`config.mk`:
```
export PLATFORM = sky130hd
export DESIGN_NAME = imu_frame_parser
export DESIGN_NICKNAME = d
export VERILOG_FILES = /design/src/hw/rtl/imu_fp_pkg.sv /design/src/hw/rtl/imu_fp_collect.sv /design/src/hw/rtl/imu_fp_convert.sv /design/src/hw/rtl/imu_frame_parser.sv
export VERILOG_INCLUDE_DIRS = /design/src /design/src/hw/rtl
export SDC_FILE = /design/constraint.sdc
export NUM_CORES = 1
export LEC_CHECK = 0
export ABC_AREA = 0
export BUFFER_PORTS_ARGS = -buffer_cell sky130_fd_sc_hd__buf_2
export CORE_UTILIZATION = 62
export CTS_CLUSTER_SIZE = 24
export DETAILED_ROUTE_END_ITERATION = 8
export PLACE_DENSITY_LB_ADDON = 0.15
export SETUP_SLACK_MARGIN = 0.15
export SYNTH_ARGS = -nofsm -noshare
export SYNTH_HDL_FRONTEND = slang
export SYNTH_SLANG_ARGS = --single-unit
```
`constraint.sdc`:
```
create_clock -name clk_i -period 14 [get_ports clk_i]
set_input_delay 0.7 -clock clk_i [delete_from_list [all_inputs] [get_ports clk_i]]
set_output_delay 0.7 -clock clk_i [all_outputs]
set_load 0.005 [all_outputs]
```
`src/hw/rtl/assert_macros.svh`:
```
// Assertion macros shared by the RTL of the IMU frame parser.
// Expects clk_i and rst_ni in the scope of each use.
`ifndef ASSERT_MACROS_SVH
`define ASSERT_MACROS_SVH

// Clocked assertion, off while in reset.
`define ASSERT_CLK(label, prop, msg) \
  label: assert property (@(posedge clk_i) disable iff (!rst_ni) prop) else $error(msg);

// Clocked implication, off while in reset.
`define ASSERT_IMPL(label, pre, post, msg) \
  label: assert property (@(posedge clk_i) disable iff (!rst_ni) (pre) |-> (post)) \
    else $error(msg);

`endif

```
`src/hw/rtl/imu_fp_pkg.sv`:
```
// Types and constants of the IMU frame parser.
// No dependencies; imported by every module of the block.
package imu_fp_pkg;

  localparam int unsigned FRAME_LEN = 11;
  localparam int unsigned CNT_W     = $clog2(FRAME_LEN);

  localparam logic [7:0] HDR_BYTE  = 8'h55;
  localparam logic [7:0] TYPE_ACC  = 8'h51;
  localparam logic [7:0] TYPE_GYR  = 8'h52;
  localparam logic [7:0] TYPE_ANG  = 8'h53;

  typedef enum logic [1:0] {
    KIND_ACC = 2'd0,
    KIND_GYR = 2'd1,
    KIND_ANG = 2'd2
  } frame_kind_e;

  typedef struct packed {
    logic [CNT_W-1:0] count;
    logic             done;
    logic [7:0]       type_byte;
    logic [3:0][15:0] words;
  } coll_t;

  typedef struct packed {
    logic               known;
    frame_kind_e        kind;
    logic signed [15:0] word_a;
    logic signed [15:0] word_b;
    logic signed [15:0] word_c;
    logic signed [15:0] word_d;
    logic signed [8:0]  pitch;
    logic signed [8:0]  roll;
    logic signed [8:0]  yaw;
    logic signed [22:0] rate;
  } res_t;

endpackage

```
`src/hw/rtl/imu_fp_collect.sv`:
```
// Byte counter and frame store of the IMU frame parser.
// Depends on imu_fp_pkg.
module imu_fp_collect import imu_fp_pkg::*; (
  input  logic       clk_i,
  input  logic       rst_ni,
  input  logic       accept_i,
  input  logic [7:0] rx_byte_i,
  output coll_t      coll_o
);

  logic [CNT_W-1:0] count_q, count_d;
  logic [7:0]       frame_q [FRAME_LEN-1];
  logic             last;

  assign last = (count_q >= CNT_W'(FRAME_LEN - 1));

  always_comb begin
    count_d = count_q;
    if (accept_i) begin
      if (count_q == '0 && rx_byte_i != HDR_BYTE) begin
        count_d = '0;
      end else if (last) begin
        count_d = '0;
      end else begin
        count_d = count_q + CNT_W'(1);
      end
    end
  end

  always_ff @(posedge clk_i or negedge rst_ni) begin
    if (!rst_ni) begin
      count_q <= '0;
    end else begin
      count_q <= count_d;
    end
  end

  always_ff @(posedge clk_i) begin
    if (accept_i && !last) begin
      frame_q[count_q] <= rx_byte_i;
    end
  end

  always_comb begin
    coll_o.count     = count_q;
    coll_o.done      = accept_i && last;
    coll_o.type_byte = frame_q[1];
    coll_o.words[0]  = {frame_q[3], frame_q[2]};
    coll_o.words[1]  = {frame_q[5], frame_q[4]};
    coll_o.words[2]  = {frame_q[7], frame_q[6]};
    coll_o.words[3]  = {frame_q[9], frame_q[8]};
  end

endmodule

```
`src/hw/rtl/imu_fp_convert.sv`:
```
// Frame type decode and angle and rate scaling of the IMU frame parser.
// Depends on imu_fp_pkg.
module imu_fp_convert import imu_fp_pkg::*; (
  input  coll_t coll_i,
  output res_t  res_o
);

  function automatic logic signed [8:0] neg_deg(input logic signed [15:0] w);
    logic signed [23:0] p;
    logic signed [23:0] t;
    logic signed [9:0]  q;
    p = 24'($signed(w)) * 24'sd180;
    t = p + (p[23] ? 24'sd32767 : 24'sd0);
    q = 10'(t >>> 15);
    return 9'(-q);
  endfunction

  logic signed [23:0] rate_full;

  assign rate_full = -(24'($signed(coll_i.words[2])) * 24'sd125);

  always_comb begin
    res_o.known  = 1'b1;
    res_o.kind   = KIND_ACC;
    case (coll_i.type_byte)
      TYPE_ACC: res_o.kind = KIND_ACC;
      TYPE_GYR: res_o.kind = KIND_GYR;
      TYPE_ANG: res_o.kind = KIND_ANG;
      default:  res_o.known = 1'b0;
    endcase
    res_o.word_a = coll_i.words[0];
    res_o.word_b = coll_i.words[1];
    res_o.word_c = coll_i.words[2];
    res_o.word_d = coll_i.words[3];
    res_o.pitch  = neg_deg(coll_i.words[0]);
    res_o.roll   = neg_deg(coll_i.words[1]);
    res_o.yaw    = neg_deg(coll_i.words[2]);
    res_o.rate   = rate_full[22:0];
  end

endmodule

```
`src/hw/rtl/imu_frame_parser.sv`:
```
// Channel  | Dir | Handshake             | Payload
// input    | in  | in_valid_i/in_stall_o | rx_byte_i
// result   | out | out_valid_o/out_stall_i | frame_kind_o, word_*_o, *_deg_o, yaw_rate_o
// One byte is taken per cycle unless stalled; a result of a known frame type appears in
// the cycle after its last byte. Byte store and counter feed the scaling logic, which
// loads the result register. Reset clears the byte counter, held angles, held rate and
// the result valid. The final byte of a frame is stalled only while an untaken result
// blocks the register. Top level of the IMU frame parser; depends on imu_fp_pkg,
// imu_fp_collect, imu_fp_convert and assert_macros.svh.
`include "assert_macros.svh"
module imu_frame_parser import imu_fp_pkg::*; (
  input  logic               clk_i,
  input  logic               rst_ni,
  input  logic               in_valid_i,
  output logic               in_stall_o,
  input  logic [7:0]         rx_byte_i,
  output logic               out_valid_o,
  input  logic               out_stall_i,
  output logic [1:0]         frame_kind_o,
  output logic signed [15:0] word_a_o,
  output logic signed [15:0] word_b_o,
  output logic signed [15:0] word_c_o,
  output logic signed [15:0] word_d_o,
  output logic signed [8:0]  roll_deg_o,
  output logic signed [8:0]  pitch_deg_o,
  output logic signed [8:0]  yaw_deg_o,
  output logic signed [22:0] yaw_rate_o
);

  coll_t coll;
  res_t  res;
  logic  in_accept;
  logic  load;

  logic signed [8:0]  roll_q, roll_d, pitch_q, pitch_d, yaw_q, yaw_d;
  logic signed [22:0] rate_q, rate_d;
  logic               out_valid_q, out_valid_d;
  res_t               out_q;
  logic signed [8:0]  out_roll_q, out_pitch_q, out_yaw_q;
  logic signed [22:0] out_rate_q;

  assign in_stall_o = out_valid_q && out_stall_i &&
                      (coll.count >= CNT_W'(FRAME_LEN - 1));
  assign in_accept  = in_valid_i && !in_stall_o;

  imu_fp_collect u_collect (
    .clk_i     (clk_i),
    .rst_ni    (rst_ni),
    .accept_i  (in_accept),
    .rx_byte_i (rx_byte_i),
    .coll_o    (coll)
  );

  imu_fp_convert u_convert (
    .coll_i (coll),
    .res_o  (res)
  );

  assign load = coll.done && res.known;

  always_comb begin
    roll_d  = roll_q;
    pitch_d = pitch_q;
    yaw_d   = yaw_q;
    rate_d  = rate_q;
    if (load && res.kind == KIND_ANG) begin
      roll_d  = res.roll;
      pitch_d = res.pitch;
      yaw_d   = res.yaw;
    end
    if (load && res.kind == KIND_GYR) begin
      rate_d = res.rate;
    end
    out_valid_d = out_valid_q;
    if (load) begin
      out_valid_d = 1'b1;
    end else if (!out_stall_i) begin
      out_valid_d = 1'b0;
    end
  end

  always_ff @(posedge clk_i or negedge rst_ni) begin
    if (!rst_ni) begin
      roll_q      <= '0;
      pitch_q     <= '0;
      yaw_q       <= '0;
      rate_q      <= '0;
      out_valid_q <= 1'b0;
    end else begin
      roll_q      <= roll_d;
      pitch_q     <= pitch_d;
      yaw_q       <= yaw_d;
      rate_q      <= rate_d;
      out_valid_q <= out_valid_d;
    end
  end

  always_ff @(posedge clk_i) begin
    if (load) begin
      out_q       <= res;
      out_roll_q  <= roll_d;
      out_pitch_q <= pitch_d;
      out_yaw_q   <= yaw_d;
      out_rate_q  <= rate_d;
    end
  end

  assign out_valid_o  = out_valid_q;
  assign frame_kind_o = out_q.kind;
  assign word_a_o     = out_q.word_a;
  assign word_b_o     = out_q.word_b;
  assign word_c_o     = out_q.word_c;
  assign word_d_o     = out_q.word_d;
  assign roll_deg_o   = out_roll_q;
  assign pitch_deg_o  = out_pitch_q;
  assign yaw_deg_o    = out_yaw_q;
  assign yaw_rate_o   = out_rate_q;

  `ASSERT_CLK(a_count_range, coll.count <= CNT_W'(FRAME_LEN - 1), "byte count out of range")
  `ASSERT_IMPL(a_stall_needs_result, in_stall_o, out_valid_o, "input stalled without result")
  `ASSERT_IMPL(a_bad_header, in_accept && coll.count == '0 && rx_byte_i != HDR_BYTE,
    ##1 coll.count == '0, "non-header byte started a frame")
  `ASSERT_CLK(a_result_source, $rose(out_valid_o) |-> $past(in_accept),
    "result without an input transfer")

endmodule

```
==> results.toml, run 1 <==
[clock_tree]
htree_num_levels = 1
cts_buffer_depth = 3
clock-sinks = 243
cts_setup_buffers = 0
worst_skew_pair.late_latency_ns = 0.54
cts_tree = "yes"
cts_resized = 0
hold_buffers = 0
cts_buffers = 27
path_clk_slew_ns = 0.06
cts_root_buffer = "clkbuf_16"

[worst_setup_path]
required_ns = 14.28
arrival_ns = 7.93
reg2regPathDepth = 31
path_max_fanout = 11
path_class = "reg2reg"
critPathMostFrequentCell = "ha_1"
slowest_stage = "edfxtp_1"
crit_path_end_kind = "flip-flop"
crit_path_start_kind = "flip-flop"
max_stage_delay_ns = 0.61

[run_status]
status = "completed"

[floorplan]
start_util = 0.631
die_y_um = 176
core_area_um2 = 29700
fp.dieW_um = 176
row_count = 63
pin_count = 130
dieArea_um2 = 30900

[sta]
period_needed_ns = 7.66
period_share = 0.547
setup_violations = 0
rsz0062_at_grt = "no"
slew_viol_final = 0
fmax_mhz = 131
clock_skew_ns = 0.00896
relSlewSlack = 0.398
finalHoldViolCount = 0
worst_pin_slew_ns = 0.904
final.setup.tns_ns = 0

[hold_path]
hp-class = "in2async"

[grt]
grt_max_degree = 64
grt_pass1_wl_um = 63100
grt_usage = 0.257
overflow = 0
grt_pass1_vias = 12592
antenna_found_initial = 0

[finish]
syn_to_final_growth_pct = 10.5
fillers = 2208
diodes = 0
multiInputGateArea_um2 = 10500
mostFrequentLayoutCell = "inv_1"
final_util = 0.697
drive_gt1_frac = 0.118
nets = 2216
seqCellArea_um2 = 7020
postLayoutCellArea_um2 = 20700
most-common-layout-cells = "inv_1 (302), ha_1 (258), edfxtp_1 (188), fa_1 (142), buf_2 (129)"

[yosys]
synth_area_um2 = 18800
syn_inst = 1660
synth.yosys.warnings = 0
synth.distinct_cells = 85
synth.avg_cell_area_um2 = 11.3
synth_edf_count = 188
synth-seq-cells = 243
async_flop_share = 0.226
synth_nets = 2072
ys_seq_area_frac = 0.374
ys.flop_type = "edfxtp_1"

[drt]
wl_um = 37600
drc_errors = 0
vias_per_cell = 5.58
post_drt_wl_per_cell_um = 17.0
drt_iter0_drc = 822
postRouteAntennaNets = 0
drt_pass1_iterations = 5
dr_total_vias = 12346

[pwr]
p_comb_frac = 0.568
switchingPower_uw = 1470
pwr_density_cell_nw_per_um2 = 170
power_frac_clock = 0.199
p_int_uw = 2060
p_sw_frac = 0.417
peakVddDrop_mv = 0.119
power_uw = 3530
seq_power_share = 0.233
p_leak_uw = 0.00951

[placement]
dpl_cell_area_um2 = 19800
io_buffer_count = 129
gp_congestion = 0.867
dp_hpwl_um = 28000

[flow_run]
maxCapViolations = 0
critical path: cells and delay by family (launching register included):
kind	cells	cell delay [ns]
AO/OA/AOI/OAI	7	1.01
AND/OR/NAND/NOR	12	2.29
multiplexers	1	0.26
XOR/XNOR	1	0.16
adder cells (fa/ha/maj)	7	2.65
buffers and inverters	3	0.42
flip-flops	1	0.61
per-layer routing:
metal	global-route usage	vias up	wire (µm)
met3	0.0437	48	2110
met2	0.422	306	17800
met5	0	-	0
met1	0.361	6029	17200
met4	0.0533	0	581
li1	-	5963	-
registers in the layout (all words and copies together), names as in the netlist, 16 cells and up:
register	count
rate_q	23
u_collect.frame_q	72
word_a_o	16
word_b_o	16
word_c_o	16
word_d_o	16
yaw_rate_o	23
cells in the mapped netlist (5+ instances only):
cell type / n / area (µm²)
o21ai_1: 10 / 50.1
a31oi_1: 8 / 50.1
a211oi_1: 7 / 52.6
o41ai_1: 7 / 61.3
o21ai_0: 56 / 280
and3_1: 13 / 81.3
nand3_1: 31 / 155
mux2_2: 5 / 56.3
fa_1: 142 / 2840
edfxtp_1: 188 / 5650
xor2_1: 34 / 298
and2_1: 12 / 75.1
nor2b_1: 12 / 75.1
nor4_1: 8 / 50.1
or3_1: 6 / 37.5
clkbuf_1: 11 / 41.3
o21a_1: 11 / 82.6
dfrtp_1: 55 / 1380
o2111ai_1: 7 / 61.3
nor3_1: 30 / 150
inv_1: 302 / 1130
nand2b_1: 14 / 87.6
o21bai_1: 8 / 60.1
o31ai_1: 10 / 75.1
nor3b_1: 5 / 37.5
mux2i_1: 6 / 60.1
a211oi_2: 5 / 62.6
xnor2_1: 65 / 569
a21o_1: 13 / 97.6
ha_1: 258 / 3230
nand2_1: 116 / 435
a21oi_1: 47 / 235
nor2_1: 58 / 218
power by group through the flow:
stage	Sequential (µW)	Combinational (µW)	Clock, µW
after floorplan	828	1630	0
after global placement	836	1930	0
after detailed placement	837	1980	0
after CTS	823	2000	716
after global routing	826	2270	745
final	823	2010	701
cells by family after synthesis:
group | Yosys count | synth area share
AO/OA/AOI/OAI | 253 | 0.0951
multiplexers | 13 | 0.00861
AND/OR/NAND/NOR | 331 | 0.0864
adder cells (fa/ha/maj) | 400 | 0.324
flip-flops | 243 | 0.374
XOR/XNOR | 99 | 0.0462
buffers and inverters | 321 | 0.0655
stage by stage:
step | hold slack (ns) | worst slack [ns] | instances
4_1_cts | 0.332 | 6.37 | 2214
3_3_place_gp | 0.400 | 6.64 | 2165
3_5_place_dp | 0.405 | 6.44 | 2165
6_report | 0.322 | 6.34 | 2214
5_1_grt | 0.382 | 5.76 | 2214
2_1_floorplan | 0.400 | 2.22 | 1660
area by class of cell:
cell class                 count  share of cell area
multi-input combinational   1096               0.507
sequential                   243               0.339
inverter                     302              0.0547
clock buffer                  30              0.0332
timing repair buffer         134              0.0330
tap                          390              0.0235
clock inverter                19             0.00942
worst paths after layout:
kind	startpoint	end	slack, ns
min in group clk_i	u_collect.frame_q[9][5]$_DFFE_PP_	word_d_o[13]$_DFFE_PP_	0.41
hold reg to reg	u_collect.frame_q[9][5]$_DFFE_PP_	word_d_o[13]$_DFFE_PP_	0.41
max in group asynchronous	rst_ni	pitch_q[8]$_DFF_PN0_	13.15
setup reg to reg	u_collect.frame_q[7][7]$_DFFE_PP_	yaw_deg_o[8]$_DFFE_PP_	6.34
hold / removal	rst_ni	rate_q[9]$_DFF_PN0_	0.32
setup / recovery	u_collect.frame_q[7][7]$_DFFE_PP_	yaw_deg_o[8]$_DFFE_PP_	6.34
Power figures use the tool's default switching activity.
==> run 2, diff against run 1 <==
--- a/config.mk
+++ b/config.mk
@@ -8,7 +8,7 @@
 export LEC_CHECK = 0
 export ABC_AREA = 0
 export BUFFER_PORTS_ARGS = -buffer_cell sky130_fd_sc_hd__buf_2
-export CORE_UTILIZATION = 62
+export CORE_UTILIZATION = 56
 export CTS_CLUSTER_SIZE = 24
 export DETAILED_ROUTE_END_ITERATION = 8
 export PLACE_DENSITY_LB_ADDON = 0.15
==> constraint.sdc (replaced) <==
create_clock -name clk_i -period 6.2 [get_ports clk_i]
set_input_delay 0.31 -clock clk_i [delete_from_list [all_inputs] [get_ports clk_i]]
set_output_delay 0.31 -clock clk_i [all_outputs]
set_load 0.005 [all_outputs]
==> results.toml, run 2 (synthesis results as in run 1) <==
[run_status]
status = "finished with violations"
violations = "setup timing"

[finish]
nets = 2515
fillers = 2147
drive_gt1_frac = 0.329
diodes = 0
syn_to_final_growth_pct = 31.4
mostFrequentLayoutCell = "buf_4"
postLayoutCellArea_um2 = 24600
regMostFlops = "u_collect.frame_q"
largest_reg_flops = 72
final_util = 0.754
most-common-layout-cells = "buf_4 (289), inv_1 (270), edfxtp_1 (188), ha_1 (171), fa_1 (142)"

[sta]
worst_pin_slew_ns = 0.880
final.setup.tns_ns = -3.73
finalHoldViolCount = 0
clock_skew_ns = 0.0139
period_share = 1.07
rsz0062_at_grt = "yes"
relSlewSlack = 0.413
period_needed_ns = 6.62
slew_viol_final = 0
setup_violations = 21
finalWorstSetupSlack_ns = -0.415
fmax_mhz = 151

[clock_tree]
cts_buffers = 27
htree_num_levels = 1
path_clk_slew_ns = 0.07
cts_root_buffer = "clkbuf_16"
worst_skew_pair.late_latency_ns = 0.55
clock-sinks = 243
cts_tree = "yes"
cts_buffer_depth = 3

[placement]
dpl_cell_area_um2 = 22400
gp_congestion = 0.850
io_buffer_count = 129
dp_hpwl_um = 31900

[drt]
drt_pass1_iterations = 5
vias_per_cell = 5.36
dr_total_vias = 13752
post_drt_wl_per_cell_um = 17.2
drc_errors = 0
drt_iter0_drc = 686
postRouteAntennaNets = 0
wl_um = 44200

[grt]
grt_pass1_vias = 14218
grt_pass1_wl_um = 70300
grt_max_degree = 66
overflow = 0
grt_usage = 0.263
antenna_found_initial = 2

[worst_setup_path]
arrival_ns = 6.88
path_class = "reg2reg"
crit_path_end_kind = "flip-flop"
critPathMostFrequentCell = "ha_4"
max_stage_delay_ns = 0.54
crit_path_start_kind = "flip-flop"
required_ns = 6.46
r2r_start = "u_collect.frame_q[4][5]$_DFFE_PP_"
path_max_fanout = 4
cp-startpoint = "u_collect.frame_q[4][5]$_DFFE_PP_"
slowest_stage = "or4_4"

[floorplan]
dieArea_um2 = 34200
die_y_um = 185
fp.dieW_um = 185
start_util = 0.573
row_count = 66
pin_count = 130
core_area_um2 = 32700

[pwr]
power_uw = 10200
p_int_uw = 6070
peakVddDrop_mv = 0.398
p_leak_uw = 0.0111
power_frac_clock = 0.159
seq_power_share = 0.180
switchingPower_uw = 4130
pwr_density_cell_nw_per_um2 = 414
p_sw_frac = 0.405
p_comb_frac = 0.660

[flow_run]
maxCapViolations = 0

[hold_path]
hp-class = "in2reg"
min_from = "out_stall_i"
-- run 2: cell types whose count changed in the layout (fill, tap and decap cells not counted), sizes merged --
| cell | change |
|---|---|
| dlygate4sd3 | +1 |
| buf | +298 |
| clkinv | -6 |
| inv | +3 |
| clkbuf | +3 |
-- run 2: area by class of cell --
type | count | area [µm²] | area share
Multi-Input combinational cell | 1096 | 12000 | 0.489
Inverter | 302 | 1140 | 0.0464
Timing Repair Buffer | 433 | 2980 | 0.121
Clock buffer | 33 | 718 | 0.0291
Sequential cell | 243 | 7020 | 0.285
Tap cell | 442 | 553 | 0.0224
Clock inverter | 16 | 175 | 0.00711
-- run 2: critical path, delay by kind of cell, from the launching register on --
| family | cells | cell delay (ns) |
|---|---|---|
| flops | 1 | 0.50 |
| fa+ha+maj | 6 | 1.89 |
| simple gates | 6 | 1.18 |
| compound gates | 10 | 1.97 |
| buf+inv | 5 | 0.54 |
| xor+xnor | 2 | 0.25 |
-- run 2: layer usage --
| metal | global-route usage | vias up | part of all wire |
|---|---|---|---|
| li1 | - | 6581 | - |
| met5 | 0 | - | 0 |
| met1 | 0.337 | 6766 | 0.42 |
| met2 | 0.448 | 311 | 0.49 |
| met3 | 0.0474 | 94 | 0.056 |
| met4 | 0.0893 | 0 | 0.030 |
-- run 2: timing repair --
| action | in CTS | in global routing |
|---|---|---|
| pin swaps | 52 | 45 |
| setup endpoints to repair | 33 | 47 |
| gates cloned | 0 | 0 |
| endpoints found under the hold margin | 55 | 0 |
| setup buffers | 43 | 29 |
| hold buffers | 1 | 0 |
| gates resized for setup | 47 | 82 |
-- run 2: worst paths after layout --
kind                       cells after the start  slack (ns)                 endpoint
max in group asynchronous                      3        5.17     pitch_q[5]$_DFF_PN0_
max                                           29       -0.42  roll_deg_o[4]$_DFFE_PP_
min reg2reg                                    0        0.41   word_d_o[15]$_DFFE_PP_
min                                            3        0.05  out_valid_o$_DFFE_PN0P_
min in group asynchronous                      3        0.47      rate_q[8]$_DFF_PN0_
max reg2reg                                   29       -0.42  roll_deg_o[4]$_DFFE_PP_
-- run 2: power by group through the flow --
stage | clock network, µW | logic, µW | registers [µW]
floorplan | 0 | 4090 | 1880
global placement | 0 | 5500 | 1870
detailed placement | 0 | 5690 | 1870
CTS | 1650 | 6120 | 1840
global route | 1720 | 7390 | 1850
finish | 1620 | 6740 | 1840
-- run 2: stage by stage --
step / hold slack [ns] / setup WS (ns) / cells
final: 0.0546 / -0.415 / 2565
after CTS: 0.0311 / -0.373 / 2536
after floorplan: 0.0144 / -0.428 / 1660
after detailed placement: 0.405 / -0.589 / 2443
after global placement: 0.401 / -0.418 / 2443
after global routing: 0.0666 / -0.664 / 2565
==> run 3, diff against run 2 <==
--- a/config.mk
+++ b/config.mk
@@ -8,10 +8,12 @@
 export LEC_CHECK = 0
 export ABC_AREA = 0
 export BUFFER_PORTS_ARGS = -buffer_cell sky130_fd_sc_hd__buf_2
+export CORE_MARGIN = 4
 export CORE_UTILIZATION = 56
 export CTS_CLUSTER_SIZE = 24
 export DETAILED_ROUTE_END_ITERATION = 8
 export PLACE_DENSITY_LB_ADDON = 0.15
+export RECOVER_POWER = 100
 export SETUP_SLACK_MARGIN = 0.15
 export SYNTH_ARGS = -nofsm -noshare
 export SYNTH_HDL_FRONTEND = slang
==> results.toml, run 3 (synthesis results as in run 1) <==
[run_status]
status = "finished with violations"
violations = "setup timing"

[sta]
period_needed_ns = 6.62
final.setup.tns_ns = -6.90
finalWorstSetupSlack_ns = -0.419
fmax_mhz = 151
slew_viol_final = 0
rsz0062_at_grt = "yes"
setup_violations = 29
finalHoldViolCount = 0
period_share = 1.07
worst_pin_slew_ns = 1.07
clock_skew_ns = 0.0199
relSlewSlack = 0.289

[worst_setup_path]
path_class = "reg2reg"
reg2regPathDepth = 29
crit_path_end_kind = "flip-flop"
slowest_stage = "or4_4"
crit_path_start_kind = "flip-flop"
path_max_fanout = 4
critPathMostFrequentCell = "o21ai_2"
max_stage_delay_ns = 0.51
regToRegSetupSlack_ns = -0.42
required_ns = 6.49
r2r_start = "u_collect.frame_q[5][5]$_DFFE_PP_"
arrival_ns = 6.91
reg2reg_to = "roll_deg_o[4]$_DFFE_PP_"

[grt]
overflow = 0
antenna_found_initial = 1
grt_max_degree = 64
grt_pass1_vias = 14382
grt_pass1_wl_um = 70800
grt_usage = 0.240

[floorplan]
dieArea_um2 = 36500
die_y_um = 191
start_util = 0.572
core_area_um2 = 32800
row_count = 66
pin_count = 130
fp.dieW_um = 191

[drt]
postRouteAntennaNets = 0
drc_errors = 0
wl_um = 44200
drt_pass1_iterations = 5
dr_total_vias = 13748
post_drt_wl_per_cell_um = 17.2
vias_per_cell = 5.35
drt_iter0_drc = 667

[finish]
fillers = 2117
regMostFlops = "u_collect.frame_q"
drive_gt1_frac = 0.336
mostFrequentLayoutCell = "buf_4"
final-instance-count-excl-fill = 2572
diodes = 0
most-common-layout-cells = "buf_4 (279), inv_1 (260), edfxtp_1 (188), ha_1 (164), fa_1 (142)"
nets = 2521
largest_reg_flops = 72
final_util = 0.755
syn_to_final_growth_pct = 32.0

[clock_tree]
cts_buffer_depth = 3
path_clk_slew_ns = 0.07
worst_skew_pair.late_latency_ns = 0.57
htree_num_levels = 1
cts_root_buffer = "clkbuf_16"
cts_tree = "yes"
clock-sinks = 243
cts_buffers = 27

[placement]
dp_hpwl_um = 31700
io_buffer_count = 129
place_inst = 2449
dp_slack_ns = -0.557
gp_congestion = 0.897

[pwr]
peakVddDrop_mv = 0.304
p_leak_uw = 0.0110
pwr_density_cell_nw_per_um2 = 408
power_uw = 10100

[hold_path]
hp-class = "in2reg"
min_from = "out_stall_i"
hold_path_depth = 3
hold_path_end = "out_valid_o$_DFFE_PN0P_"

[flow_run]
maxCapViolations = 0
[run 3: final cells by class]
cell class | count | area (µm²) | area share
repair buffers | 439 | 2970 | 0.120
flip-flops and latches | 243 | 7020 | 0.284
inverters | 302 | 1140 | 0.0460
multi-input cells | 1096 | 12200 | 0.492
well taps | 442 | 553 | 0.0223
clock buffers | 33 | 718 | 0.0290
clock inverters | 17 | 161 | 0.00652
[run 3: metrics by stage]
| stage | hold WS [ns] | instance area, µm² |
|---|---|---|
| after global routing | 0.0475 | 24800 |
| after CTS | 0.0234 | 24100 |
| after detailed placement | 0.405 | 22500 |
| final | 0.0379 | 24800 |
| after global placement | 0.401 | 22500 |
| after floorplan | 0.0144 | 19600 |
[run 3: critical path: cells and delay by family (launching register included)]
kind                       cells  cell delay (ns)
DFF                            1             0.41
and+or+nand+nor                5             1.11
AOI/OAI and AO/OA             10             1.75
buffers and inverters          5             0.45
xor gates and xnor gates       2             0.24
adders and majority gates      7             2.37
[run 3: worst max path at each step]
stage | start | to | slack, ns | cells past startpoint
finish | u_collect.frame_q[5][5]$_DFFE_PP_ | roll_deg_o[4]$_DFFE_PP_ | -0.42 | 29
global route | u_collect.frame_q[5][5]$_DFFE_PP_ | roll_deg_o[4]$_DFFE_PP_ | -0.70 | 29
CTS | u_collect.frame_q[2][4]$_DFFE_PP_ | pitch_deg_o[8]$_DFFE_PP_ | -0.37 | 28
detailed placement | u_collect.frame_q[5][4]$_DFFE_PP_ | roll_deg_o[4]$_DFFE_PP_ | -0.56 | 28
global placement | u_collect.frame_q[5][0]$_DFFE_PP_ | roll_deg_o[4]$_DFFE_PP_ | -0.42 | 28
floorplan | u_collect.frame_q[4][7]$_DFFE_PP_ | roll_deg_o[4]$_DFFE_PP_ | -0.43 | 29
[run 3: report_power, final]
group | internal, µW | switching, µW
Clock | 914 | 670
Combinational | 3290 | 3390
Sequential | 1800 | 39.9
[run 3: repair_timing]
item | 4_1_cts | 5_1_grt
setup endpoints to repair | 32 | 49
hold buffers | 1 | 0
resized for setup | 75 | 88
setup buffers | 41 | 31
pin swaps | 85 | 39
endpoints found under the hold margin | 55 | 0
[run 3: metal layers]
layer | share of wire | global-route usage | vias to the layer above
met5 | 0 | 0 | -
met4 | 0.022 | 0.0500 | 0
met3 | 0.056 | 0.0371 | 74
met2 | 0.49 | 0.418 | 313
met1 | 0.43 | 0.323 | 6759
li1 | - | - | 6602
